**src/design/bpfm_pkg.sv**
```systemverilog
// Shared types and codes for the buffer pool frame manager.
`timescale 1ns / 1ps
package bpfm_pkg;

  typedef enum logic [2:0] {
    ACT_PIN   = 3'd0,
    ACT_UNPIN = 3'd1,
    ACT_DIRTY = 3'd2,
    ACT_FORCE = 3'd3,
    ACT_FLUSH = 3'd4,
    ACT_READ  = 3'd5
  } action_t;

  localparam logic [1:0] ST_OK      = 2'd0;
  localparam logic [1:0] ST_NOSPACE = 2'd1;
  localparam logic [1:0] ST_NOTRES  = 2'd2;
  localparam logic [1:0] ST_PINNED  = 2'd3;

  localparam logic CFG_MODE = 1'b0;
  localparam logic CFG_SIZE = 1'b1;

  localparam int OUT_DATA_W = 152;

  // one result item
  typedef struct packed {
    logic [1:0]         status;
    logic [3:0]         frame_index;
    logic               load_needed;
    logic               writeback_valid;
    logic [30:0]        writeback_page;
    logic signed [31:0] frame_page;
    logic               frame_dirty;
    logic [15:0]        frame_fix_count;
    logic [31:0]        read_io_count;
    logic [31:0]        write_io_count;
    logic               last;
  } res_t;

endpackage

```
**src/design/bpfm_out_reg.sv**
```systemverilog
// Output holding register for result items.
`timescale 1ns / 1ps
module bpfm_out_reg (
  input  logic                                clk,
  input  logic                                rst_n,
  input  logic                                load,
  input  bpfm_pkg::res_t                      din,
  output logic                                space,
  output logic                                out_tvalid,
  input  logic                                out_tready,
  // status, frame_index, load_needed, writeback_valid, writeback_page,
  // frame_page, frame_dirty, frame_fix_count, read_io_count, write_io_count
  output logic [bpfm_pkg::OUT_DATA_W-1:0]     out_tdata,
  output logic                                out_tlast
);

  logic           valid_r;
  bpfm_pkg::res_t data_r;

  assign space      = !valid_r || out_tready;
  assign out_tvalid = valid_r;
  assign out_tlast  = data_r.last;
  assign out_tdata  = {data_r.write_io_count, data_r.read_io_count, data_r.frame_fix_count,
                       data_r.frame_dirty, data_r.frame_page, data_r.writeback_page,
                       data_r.writeback_valid, data_r.load_needed, data_r.frame_index,
                       data_r.status};

  always_ff @(posedge clk) begin
    if (!rst_n) begin
      valid_r <= 1'b0;
    end else if (load) begin
      valid_r <= 1'b1;
    end else if (out_tready) begin
      valid_r <= 1'b0;
    end
  end

  always_ff @(posedge clk) begin
    if (load) begin
      data_r <= din;
    end
  end

endmodule

```
**src/design/buffer_pool_frame_manager_unit.sv**
```systemverilog
// Top level of the buffer pool frame manager: tag lookup and FIFO/LRU replacement.
`timescale 1ns / 1ps
// in_tready drops from the acceptance of an item until its result is loaded into the output
// register; the result is offered as in_tready rises again.
// Lookup walks the filled frames one per cycle; LRU reorder and the victim scan walk the
// order list one entry per cycle. Flush pool walks the order list once, plus output stalls.
// One item at a time; in_tready is high only in idle.
// Reset (rst_n low, synchronous): frames empty, counters zero, FIFO mode, pool size 16.
module buffer_pool_frame_manager_unit #(
  parameter int NUM_FRAMES = 16,
  parameter int PIN_BITS   = 16
) (
  input  logic                            clk,
  input  logic                            rst_n,
  input  logic                            in_tvalid,
  output logic                            in_tready,
  input  logic [39:0]                     in_tdata,   // page_number, frame_slot, zero fill
  input  logic [2:0]                      in_tuser,   // action
  output logic                            out_tvalid,
  input  logic                            out_tready,
  output logic [bpfm_pkg::OUT_DATA_W-1:0] out_tdata,  // status, frame_index, load_needed,
                                                      // writeback_valid, writeback_page,
                                                      // frame_page, frame_dirty,
                                                      // frame_fix_count, read_io_count,
                                                      // write_io_count
  output logic                            out_tlast,
  input  logic                            cfg_valid,
  output logic                            cfg_ready,
  input  logic                            cfg_index,
  input  logic [4:0]                      cfg_data
);

  // only the first 16 frames can ever fill
  localparam int NF  = (NUM_FRAMES < 16) ? NUM_FRAMES : 16;
  localparam int AW  = $clog2(NF);
  localparam int PW16 = (PIN_BITS > 16) ? PIN_BITS : 16;
  localparam logic [4:0] NF5 = 5'(NF);

  typedef enum logic [7:0] {
    S_IDLE  = 8'b0000_0001,
    S_LOOK  = 8'b0000_0010,
    S_OFIND = 8'b0000_0100,
    S_SHIFT = 8'b0000_1000,
    S_VICT  = 8'b0001_0000,
    S_FLUSH = 8'b0010_0000,
    S_RDF   = 8'b0100_0000,
    S_EMIT  = 8'b1000_0000
  } state_t;

  // frame table
  logic [30:0]         page_r  [NF];
  logic                dirty_r [NF];
  logic [PIN_BITS-1:0] pins_r  [NF];
  logic [3:0]          order_r [NF];

  state_t         state_r, state_nxt;
  logic [4:0]     idx_r, idx_nxt;
  logic [4:0]     fc_r, fc_nxt;
  logic [3:0]     hit_r, hit_nxt;
  logic [PIN_BITS-1:0] pcur_r, pcur_nxt;
  logic [2:0]     act_r, act_nxt;
  logic [30:0]    pg_r, pg_nxt;
  logic           pend_r, pend_nxt;
  logic [30:0]    pend_page_r, pend_page_nxt;
  logic           mode_r;
  logic [4:0]     psize_r;
  logic [31:0]    rd_cnt_r, rd_cnt_nxt;
  logic [31:0]    wr_cnt_r, wr_cnt_nxt;
  bpfm_pkg::res_t res_r, res_nxt;

  // write strobes into the table
  logic                page_we, dirty_we, pins_we, order_we;
  logic [AW-1:0]       page_wa, dirty_wa, pins_wa, order_wa;
  logic [30:0]         page_wd;
  logic                dirty_wd;
  logic [PIN_BITS-1:0] pins_wd;
  logic [3:0]          order_wd;

  // single read port per array
  logic [3:0]          order_rd;
  logic [AW-1:0]       raddr;
  logic [30:0]         page_rd;
  logic                dirty_rd;
  logic [PIN_BITS-1:0] pins_rd;
  logic [PW16-1:0]     pins_wide;
  logic [4:0]          size_use;
  logic [4:0]          idx_dec;
  logic [4:0]          fc_dec;
  logic                in_acc;
  logic                emit;
  bpfm_pkg::res_t      emit_data;
  logic                out_space;

  assign in_tready = (state_r == S_IDLE);
  assign cfg_ready = 1'b1;
  assign in_acc    = in_tvalid && in_tready;

  assign order_rd = order_r[idx_r[AW-1:0]];
  // victim and flush scans look at the frame named by the order entry
  assign raddr    = (state_r == S_VICT || state_r == S_FLUSH) ? order_rd[AW-1:0]
                                                              : idx_r[AW-1:0];
  assign page_rd  = page_r[raddr];
  assign dirty_rd = dirty_r[raddr];
  assign pins_rd  = pins_r[raddr];
  assign pins_wide = PW16'(pins_rd);

  assign size_use = (psize_r == 5'd0) ? 5'd1 : ((psize_r > NF5) ? NF5 : psize_r);
  assign idx_dec  = idx_r - 5'd1;
  assign fc_dec   = fc_r - 5'd1;

  always_comb begin
    state_nxt     = state_r;
    idx_nxt       = idx_r;
    fc_nxt        = fc_r;
    hit_nxt       = hit_r;
    pcur_nxt      = pcur_r;
    act_nxt       = act_r;
    pg_nxt        = pg_r;
    pend_nxt      = pend_r;
    pend_page_nxt = pend_page_r;
    rd_cnt_nxt    = rd_cnt_r;
    wr_cnt_nxt    = wr_cnt_r;
    res_nxt       = res_r;
    page_we  = 1'b0; page_wa  = idx_r[AW-1:0]; page_wd  = pg_r;
    dirty_we = 1'b0; dirty_wa = idx_r[AW-1:0]; dirty_wd = 1'b0;
    pins_we  = 1'b0; pins_wa  = idx_r[AW-1:0]; pins_wd  = '0;
    order_we = 1'b0; order_wa = idx_r[AW-1:0]; order_wd = hit_r;
    emit      = 1'b0;
    emit_data = '0;

    case (state_r)
      S_IDLE: begin
        if (in_acc) begin
          act_nxt  = in_tuser;
          pg_nxt   = in_tdata[30:0];
          idx_nxt  = 5'd0;
          res_nxt  = '0;
          res_nxt.last = 1'b1;
          pend_nxt = 1'b0;
          case (in_tuser)
            bpfm_pkg::ACT_PIN, bpfm_pkg::ACT_UNPIN,
            bpfm_pkg::ACT_DIRTY, bpfm_pkg::ACT_FORCE: state_nxt = S_LOOK;
            bpfm_pkg::ACT_FLUSH: state_nxt = S_FLUSH;
            bpfm_pkg::ACT_READ: begin
              idx_nxt   = {1'b0, in_tdata[34:31]};
              state_nxt = S_RDF;
            end
            default: state_nxt = S_EMIT;
          endcase
        end
      end

      S_LOOK: begin
        if (idx_r == fc_r) begin
          // page not resident
          if (act_r == bpfm_pkg::ACT_PIN) begin
            if (fc_r < size_use) begin
              page_we = 1'b1; page_wa = fc_r[AW-1:0];
              dirty_we = 1'b1; dirty_wa = fc_r[AW-1:0];
              pins_we = 1'b1; pins_wa = fc_r[AW-1:0]; pins_wd = PIN_BITS'(1);
              order_we = 1'b1; order_wa = fc_r[AW-1:0]; order_wd = fc_r[3:0];
              fc_nxt = fc_r + 5'd1;
              rd_cnt_nxt = rd_cnt_r + 32'd1;
              res_nxt.load_needed = 1'b1;
              res_nxt.frame_index = fc_r[3:0];
              state_nxt = S_EMIT;
            end else begin
              idx_nxt   = 5'd0;
              state_nxt = S_VICT;
            end
          end else begin
            res_nxt.status = bpfm_pkg::ST_NOTRES;
            state_nxt = S_EMIT;
          end
        end else if (page_rd == pg_r) begin
          hit_nxt  = idx_r[3:0];
          pcur_nxt = pins_rd;
          state_nxt = S_EMIT;
          case (act_r)
            bpfm_pkg::ACT_PIN: begin
              res_nxt.frame_index = idx_r[3:0];
              if (mode_r) begin
                idx_nxt   = 5'd0;
                state_nxt = S_OFIND;
              end else begin
                pins_we = 1'b1;
                pins_wd = (pins_rd == '1) ? pins_rd : pins_rd + PIN_BITS'(1);
              end
            end
            bpfm_pkg::ACT_UNPIN: begin
              pins_we = 1'b1;
              pins_wd = (pins_rd == '0) ? pins_rd : pins_rd - PIN_BITS'(1);
            end
            bpfm_pkg::ACT_DIRTY: begin
              dirty_we = 1'b1; dirty_wd = 1'b1;
            end
            bpfm_pkg::ACT_FORCE: begin
              if (dirty_rd) begin
                if (pins_rd != '0) begin
                  res_nxt.status = bpfm_pkg::ST_PINNED;
                end else begin
                  res_nxt.writeback_valid = 1'b1;
                  res_nxt.writeback_page  = page_rd;
                  dirty_we   = 1'b1;
                  wr_cnt_nxt = wr_cnt_r + 32'd1;
                end
              end
            end
            default: ;
          endcase
        end else begin
          idx_nxt = idx_r + 5'd1;
        end
      end

      // find the hit frame's place in the order list
      S_OFIND: begin
        if (order_rd == hit_r || idx_r == fc_r) begin
          idx_nxt   = idx_r + 5'd1;
          state_nxt = S_SHIFT;
        end else begin
          idx_nxt = idx_r + 5'd1;
        end
      end

      // close the gap, one entry a cycle, then append at the newest end
      S_SHIFT: begin
        order_we = 1'b1;
        if (idx_r < fc_r) begin
          order_wa = idx_dec[AW-1:0];
          order_wd = order_rd;
          idx_nxt  = idx_r + 5'd1;
        end else begin
          order_wa = fc_dec[AW-1:0];
          order_wd = hit_r;
          if (!res_r.load_needed) begin
            pins_we = 1'b1;
            pins_wa = hit_r[AW-1:0];
            pins_wd = (pcur_r == '1) ? pcur_r : pcur_r + PIN_BITS'(1);
          end
          state_nxt = S_EMIT;
        end
      end

      S_VICT: begin
        if (idx_r == fc_r) begin
          res_nxt.status = bpfm_pkg::ST_NOSPACE;
          state_nxt = S_EMIT;
        end else if (pins_rd == '0) begin
          hit_nxt = order_rd;
          if (dirty_rd) begin
            res_nxt.writeback_valid = 1'b1;
            res_nxt.writeback_page  = page_rd;
            wr_cnt_nxt = wr_cnt_r + 32'd1;
          end
          page_we = 1'b1; page_wa = order_rd[AW-1:0];
          dirty_we = 1'b1; dirty_wa = order_rd[AW-1:0];
          pins_we = 1'b1; pins_wa = order_rd[AW-1:0]; pins_wd = PIN_BITS'(1);
          rd_cnt_nxt = rd_cnt_r + 32'd1;
          res_nxt.load_needed = 1'b1;
          res_nxt.frame_index = order_rd;
          idx_nxt   = idx_r + 5'd1;
          state_nxt = S_SHIFT;
        end else begin
          idx_nxt = idx_r + 5'd1;
        end
      end

      // a found write-back is held until the next one shows whether it is the last
      S_FLUSH: begin
        if (idx_r == fc_r) begin
          res_nxt.writeback_valid = pend_r;
          res_nxt.writeback_page  = pend_r ? pend_page_r : 31'd0;
          state_nxt = S_EMIT;
        end else if (dirty_rd && pins_rd == '0) begin
          if (!pend_r || out_space) begin
            if (pend_r) begin
              emit = 1'b1;
              emit_data.writeback_valid = 1'b1;
              emit_data.writeback_page  = pend_page_r;
              emit_data.read_io_count   = rd_cnt_r;
              emit_data.write_io_count  = wr_cnt_r;
            end
            pend_nxt      = 1'b1;
            pend_page_nxt = page_rd;
            dirty_we = 1'b1; dirty_wa = order_rd[AW-1:0];
            wr_cnt_nxt = wr_cnt_r + 32'd1;
            idx_nxt    = idx_r + 5'd1;
          end
        end else begin
          idx_nxt = idx_r + 5'd1;
        end
      end

      S_RDF: begin
        if (idx_r < fc_r) begin
          res_nxt.frame_page      = {1'b0, page_rd};
          res_nxt.frame_dirty     = dirty_rd;
          res_nxt.frame_fix_count = pins_wide[15:0];
        end else begin
          res_nxt.frame_page = -32'sd1;
        end
        state_nxt = S_EMIT;
      end

      S_EMIT: begin
        if (out_space) begin
          emit = 1'b1;
          emit_data = res_r;
          emit_data.read_io_count  = rd_cnt_r;
          emit_data.write_io_count = wr_cnt_r;
          state_nxt = S_IDLE;
        end
      end

      default: state_nxt = S_IDLE;
    endcase
  end

  always_ff @(posedge clk) begin
    if (!rst_n) begin
      state_r  <= S_IDLE;
      fc_r     <= 5'd0;
      mode_r   <= 1'b0;
      psize_r  <= 5'd16;
      rd_cnt_r <= 32'd0;
      wr_cnt_r <= 32'd0;
      pend_r   <= 1'b0;
      idx_r    <= 5'd0;
    end else begin
      state_r  <= state_nxt;
      fc_r     <= fc_nxt;
      rd_cnt_r <= rd_cnt_nxt;
      wr_cnt_r <= wr_cnt_nxt;
      pend_r   <= pend_nxt;
      idx_r    <= idx_nxt;
      if (cfg_valid && cfg_ready) begin
        case (cfg_index)
          bpfm_pkg::CFG_MODE: mode_r  <= cfg_data[0];
          bpfm_pkg::CFG_SIZE: psize_r <= cfg_data;
          default: ;
        endcase
      end
    end
  end

  always_ff @(posedge clk) begin
    hit_r       <= hit_nxt;
    pcur_r      <= pcur_nxt;
    act_r       <= act_nxt;
    pg_r        <= pg_nxt;
    pend_page_r <= pend_page_nxt;
    res_r       <= res_nxt;
  end

  // pages and order entries are only read below the fill count, so they need no reset
  always_ff @(posedge clk) begin
    if (page_we) page_r[page_wa] <= page_wd;
    if (order_we) order_r[order_wa] <= order_wd;
  end

  always_ff @(posedge clk) begin
    if (!rst_n) begin
      for (int i = 0; i < NF; i++) begin
        dirty_r[i] <= 1'b0;
        pins_r[i]  <= '0;
      end
    end else begin
      if (dirty_we) dirty_r[dirty_wa] <= dirty_wd;
      if (pins_we) pins_r[pins_wa] <= pins_wd;
    end
  end

  bpfm_out_reg u_out (
    .clk        (clk),
    .rst_n      (rst_n),
    .load       (emit),
    .din        (emit_data),
    .space      (out_space),
    .out_tvalid (out_tvalid),
    .out_tready (out_tready),
    .out_tdata  (out_tdata),
    .out_tlast  (out_tlast)
  );

endmodule
```
**config.mk**
```make
export PLATFORM = sky130hd
export DESIGN_NAME = buffer_pool_frame_manager_unit
export DESIGN_NICKNAME = d
export VERILOG_FILES = /design/src/design/bpfm_pkg.sv /design/src/design/bpfm_out_reg.sv /design/src/design/buffer_pool_frame_manager_unit.sv
export SDC_FILE = /design/constraint.sdc
export NUM_CORES = 2
export LEC_CHECK = 0
export ABC_AREA = 1
export BUFFER_PORTS_ARGS = -buffer_cell sky130_fd_sc_hd__buf_2
export CAP_MARGIN = 10
export CORE_UTILIZATION = 48
export CTS_BUF_LIST = sky130_fd_sc_hd__clkbuf_16
export CTS_CLUSTER_SIZE = 14
export DETAILED_ROUTE_END_ITERATION = 10
export MAX_ROUTING_LAYER = met4
export PLACE_DENSITY = 0.67
export SLEW_MARGIN = 10
export SYNTH_ARGS = -nofsm -noshare
export SYNTH_HDL_FRONTEND = slang
export SYNTH_SLANG_ARGS = --single-unit
export TNS_END_PERCENT = 10
```
**constraint.sdc**
```tcl
create_clock -name clk -period 13.53 [get_ports clk]
set_input_delay 0.6765 -clock clk [delete_from_list [all_inputs] [get_ports clk]]
set_output_delay 0.6765 -clock clk [all_outputs]
set_load 0.05 [all_outputs]
```
# --- Yosys cells after proc, flatten, opt, wreduce, memory -nomap -nowiden ---
# Memories as Yosys holds them, arrays and structs flattened. A register that Yosys moved wholly into a read port is not among the register bits.
# Cells that the tools add are included.
totals:
  inputBits: 54
  word_cells: 335
  ramBits: 832
  register_bits: 416
  n_memories: 4
classes:
  magnitude_cmp: 3
  muxes: 186
  reduce_logical: 43
  n_bitwise: 2
  addsub: 9
  n_eq_ne: 55
memory_table:
  columns: ["memory", "words", "width", "read_ports", "rd_ports_with_merged_regs", "write_ports", "line", "text"]
  rows:
  - ["page_r", 16, 31, 1, 0, 1, "buffer_pool_frame_manager_unit.sv:51", "logic [30:0] page_r [NF];"]
  - ["pins_r", 16, 16, 1, 0, 16, "buffer_pool_frame_manager_unit.sv:53", "logic [PIN_BITS-1:0] pins_r [NF];"]
  - ["order_r", 16, 4, 1, 1, 1, "buffer_pool_frame_manager_unit.sv:54", "logic [3:0] order_r [NF];"]
  - ["dirty_r", 16, 1, 1, 0, 16, "buffer_pool_frame_manager_unit.sv:52", "logic dirty_r [NF];"]
ops:
  columns: ["operator", "count"]
  rows:
  - ["$mux W32", 28]
  - ["$mux W64", 4]
  - ["$mux W153", 1]
  - ["$mux W146", 1]
  - ["$mux W16", 9]
  - ["$pmux W32 S2", 2]
  - ["$pmux W32 S4", 1]
  - ["$pmux W64 S2", 1]
  - ["$mux W4", 26]
  - ["$mux W8", 13]
  - ["$pmux W49 S2", 1]
  - ["$pmux W32 S3", 1]
  - ["$mux W5", 16]
  - ["$mux W37", 2]
  - ["$add A32 B1 Y32 const B", 2]
  - ["$pmux W8 S8", 1]
  - ["$mux W1", 51]
  - ["$pmux W16 S3", 1]
  - ["$add A16 B1 Y16 const B", 2]
  - ["$eq A16 B16 Y1 const B", 2]
  - ["$pmux W16 S2", 1]
  - ["$pmux W4 S2", 4]
  - ["$eq A31 B31 Y1", 1]
  - ["$mux W31", 1]
  - ["other kinds (58)", 126]

# --- Logic depth before layout (Yosys ltp) ---
# An unclocked memory read counts as a cell.
logic_depth:
  ltp_word: 16
  ltp_mapped: 38

# --- Modules after synthesis ---
# Synthesis repeated with hierarchy kept, for this count alone.
hier_totals:
  cells_unflattened: 5599
  area_unflattened_um2: 57149.8
modules_own_cells:
  columns: ["module", "area_per_inst_um2", "instances", "cells_each", "seq_area_each_um2"]
  rows:
  - ["buffer_pool_frame_manager_unit", 52509.1, 1, 5440, 31880.6]
  - ["bpfm_out_reg", 4640.7, 1, 159, 4614.4]

# --- Least setup slack after synthesis ---
# OpenSTA, ideal clock, no wires.
synth_timing:
  path_type: "flip-flop to flip-flop"
  from: "register state_r[0]"
  to: "register u_out.data_r (netlist bit u_out.out_tdata[133]), data pin"
  path_buffers: 4
  path_stages_with_launch: 29
  period_less_slack_ns: 7.515
  t_required_ns: 13.389
  arrival_ns: 7.374
  setup_time_ns: 0.141
  path_slack_ns: 6.015
  path_cell_list: "dfxtp_1 > nor2_1 > nand2_2 > nor4_4 > inv_2 > nand2_8 > nand2_8 > nand2_8 > inv_6 > buf_4 > buf_6 > buf_2 > o21ai_0 > o22ai_1 > o211ai_1 > nand2_1 > inv_2 > ha_1 > inv_1 > nor2_4 > nand2_2 > nor2_4 > nand2_2 > nor2_1 > nand4_1 > nand2_1 > inv_2 > buf_1 > nor2_1"
synth_rtl:
  columns: ["element", "line", "text"]
  rows:
  - ["start, declared", "buffer_pool_frame_manager_unit.sv:56", "state_t state_r, state_nxt;"]
  - ["start signal, assigned", "buffer_pool_frame_manager_unit.sv:331", "state_r <= state_nxt;"]
  - ["end signal, assigned", "bpfm_out_reg.sv:40", "data_r <= din;"]
  - ["end, declared", "bpfm_out_reg.sv:18", "bpfm_pkg::res_t data_r;"]

==> flow_metrics.env <==
export IMPL_outcome="finished, final reports clean"
export IMPL_initial_utilization_pct=48.5
export IMPL_cp_arrival_ps=9470
export IMPL_vdd_drop_max_uv=131
export IMPL_grt_first_pass_wirelength_um=233000
export IMPL_ys_ff_latch=1252
export IMPL_end_kind="register"
export IMPL_tns_ps=0
export IMPL_fin_ws_ps=4510
export IMPL_cts_sinks=1252
export IMPL_via_count=42100
export IMPL_setup_violations=0
export IMPL_hold_buffers=0
export IMPL_finalPower_mw=12.5
export IMPL_required_ps=13980
export IMPL_die_h_um=350
export IMPL_drive_above_1_share_pct=12.2
export IMPL_dpl_hpwl_um=91200
export IMPL_numPortBuffers=203
export IMPL_max_cap_violations=0
export IMPL_post_cts_resized=0
export IMPL_first_pass_iters=6
export IMPL_fin_skew_ps=38.7
export IMPL_max_freq_mhz=111
export IMPL_rows=127
export IMPL_worstPathMaxFanout=122
export IMPL_ys_types=68
export IMPL_crit_type="reg -> reg"
export IMPL_grtUsageTotal_pct=25.6
export IMPL_cts_tree="built"
export IMPL_yosys_area_top_type="edfxtp_1"
export IMPL_overflow=0
export IMPL_synth_edf_count=1142
export IMPL_final_period_utilization_pct=66.7
export IMPL_final_max_slew_viol_count=0
export IMPL_cts_buffers=133
export IMPL_clkLatencyLatePin_ps=760
export IMPL_avgRoutedWirePerCell_um=20.7
export IMPL_drtAntennaViolNets=0
export IMPL_grt_start_max_net_pins=184
export IMPL_htree_levels=4
export IMPL_syn_area_um2=58100
export IMPL_async_reset_ff_share_pct=0
export IMPL_antenna_found_initial=3
export IMPL_syn_num_nets=5734
export IMPL_yosysMostFrequentCell="edfxtp_1"
export IMPL_ys_seq_area_share_pct=62.8
export IMPL_rsz0062_at_grt="false"
export IMPL_yosys_area_top_type_share_pct=59.0
export IMPL_drt_iter0_drc=4537
export IMPL_worstMarginPinSlew_ps=1240
export IMPL_area_growth_syn_to_layout_pct=10.3
export IMPL_hp_class="in -> reg"
export IMPL_whs_ps=92.7
export IMPL_timing_final_hold_violations=0
export IMPL_post_place_ws_ps=4530
export IMPL_vias_per_cell=5.63
export IMPL_synthCells=5662
export IMPL_clock_root_buffer="clkbuf_16"
export IMPL_core_area_um2=120000
export IMPL_drt_wl_total_um=155000
export IMPL_startpoint_type="register"
export IMPL_cts_setup_buffers=0
export IMPL_num_io_pins=210
export IMPL_gp_congestion=0.935
export IMPL_post_route_min_period_ps=9020
export IMPL_grt_pass1_vias=39200
export IMPL_final_nets=5840
export IMPL_drc_errors=0
export IMPL_synth_ff_type="edfxtp_1"
export IMPL_p_leak_nw=23.7
export IMPL_syn_area_per_cell_um2=10.3
export IMPL_power_per_cell_area_nw_per_um2=195
export IMPL_relSlewSlack_pct=17.1
export IMPL_synth_top_cells_by_count="1142 x edfxtp_1, 1029 x nand3_1, 1021 x nand2_1"
export IMPL_cts_clk_slew_worst_paths_ps=60
export IMPL_yosysWarnings=0
export IMPL_synth_area_top_cells="edfxtp_1 59%, nand3_1 8.9%, nand2_1 6.6%, dfxtp_1 3.8%, nor2_1 3.7%"
export IMPL_dieArea_um2=123000
export IMPL_max_clock_path_buffers=3
export IMPL_die_x_um=350
==> cells by family (layout without fill, tap and decap cells) <==
logic type	count (synthesis)	in the layout	share of synthesized area (%)
and+or+nand+nor	3104	3104	25.1
buffers and inverters	856	1068	7.13
DFF	1252	1252	62.8
xor gates and xnor gates	35	35	0.527
adders and majority gates	18	18	0.387
AOI/OAI and AO/OA	396	396	4.06
other	1	4	0.00645
==> worst max-delay path, cell delays in order (launching register included) <==
cell     delay, ps
dfxtp_1        770
inv_1          490
nand3_1        230
nand3_1         90
nand3_1        120
nand2_1        200
nand2_2        180
nand2_8        150
inv_8          630
buf_4          900
nand3_1        160
nand3_1        160
nand3_1        180
nand2_1        410
nand2_1        100
nand2_1         90
nand2_1         80
nor2_1         210
nand2_1        150
nor2_2         250
nand2_2        190
nor2_4         480
nand2_2        120
nand3_4        110
nand4_4        440
buf_4          500
o21ai_1        750
buf_4          320
==> per-stage QoR <==
stage          cell area (um^2)  util (%)  instances
3_5_place_dp              59900      49.9       7245
4_1_cts                   64100      53.5       7486
3_3_place_gp              59900      49.9       7245
5_1_grt                   64100      53.5       7487
6_report                  64100      53.5       7489
2_1_floorplan             58100         -       5662
==> metal layers <==
metal | global-route usage (%) | vias to the layer above | share of wire, %
li1 | - | 19700 | -
met4 | 8.03 | 0 | 2.4
met5 | - | - | 0
met2 | 40.2 | 1829 | 47
met3 | 3.24 | 245 | 7.8
met1 | 34.7 | 20400 | 43
==> worst paths after layout <==
check	startpoint	slack [ps]	end	cells past startpoint
worst min register to register	wr_cnt_r[25]	490	wr_cnt_r[25]	2
worst max-delay path	register	4510	pins_r[1][2]	27
worst max register to register	register	4510	pins_r[1][2]	27
worst min-delay path	in_tdata[2]	90	page_wd[2]	1
==> power breakdown <==
group | total [mW] | switching (mW) | internal, mW
clock | 3.53 | 1.52 | 2.00
sequential | 4.97 | 0.234 | 4.74
combinational | 4.00 | 3.04 | 0.960
==> sequential cells by signal, summed over array words and instances (netlist names), 4 cells and up, named ones only <==
register,flops
pins_r,256
res_r,88
psize_r,5
page_wd,31
hit_r,4
u_out.out_tdata,152
wr_cnt_r,32
pcur_r,16
rd_cnt_r,32
pend_page_r,31
page_r,496
fc_r,5
dirty_r,16
order_r,64
state_r,8
idx_r,5
==> area by class of cell <==
type                    instances  area, um^2
diodes                          3        7.51
repair buffers                271        1560
inverters                     556        2120
clock buffers                 137        3430
multi-input cells            3554       17700
clock inverters               104         803
fillers                     10400       55800
flip-flops and latches       1252       36500
well taps                    1612        2020
==> placed cells by master, fill, tap and decap left out, types with 8 or more instances in the layout <==
master / Yosys / routed
a21oi_2: 7 / 8
nor3_1: 116 / 116
clkbuf_16: 0 / 137
nor4_1: 22 / 21
o211ai_1: 13 / 13
a21oi_1: 105 / 104
o21ai_0: 166 / 161
nor2_1: 568 / 549
nand3_2: 14 / 14
clkinv_2: 1 / 21
nor2_2: 67 / 69
buf_2: 107 / 203
xor2_1: 29 / 29
o221ai_1: 10 / 10
nand3_4: 10 / 10
edfxtp_1: 1142 / 1142
nand2_1: 1021 / 1020
nand3b_1: 94 / 94
nor3_2: 11 / 11
nand2_2: 53 / 53
o31ai_1: 28 / 28
nand2_4: 19 / 18
inv_1: 527 / 566
ha_1: 18 / 18
nor2_4: 9 / 26
o22ai_1: 27 / 27
nand4_1: 49 / 49
nand3_1: 1029 / 1029
clkinv_1: 8 / 29
dfxtp_1: 110 / 110
buf_4: 34 / 65
bufinv_16: 0 / 8
inv_2: 14 / 16
Note: power is estimated with default switching activity, not from simulation.
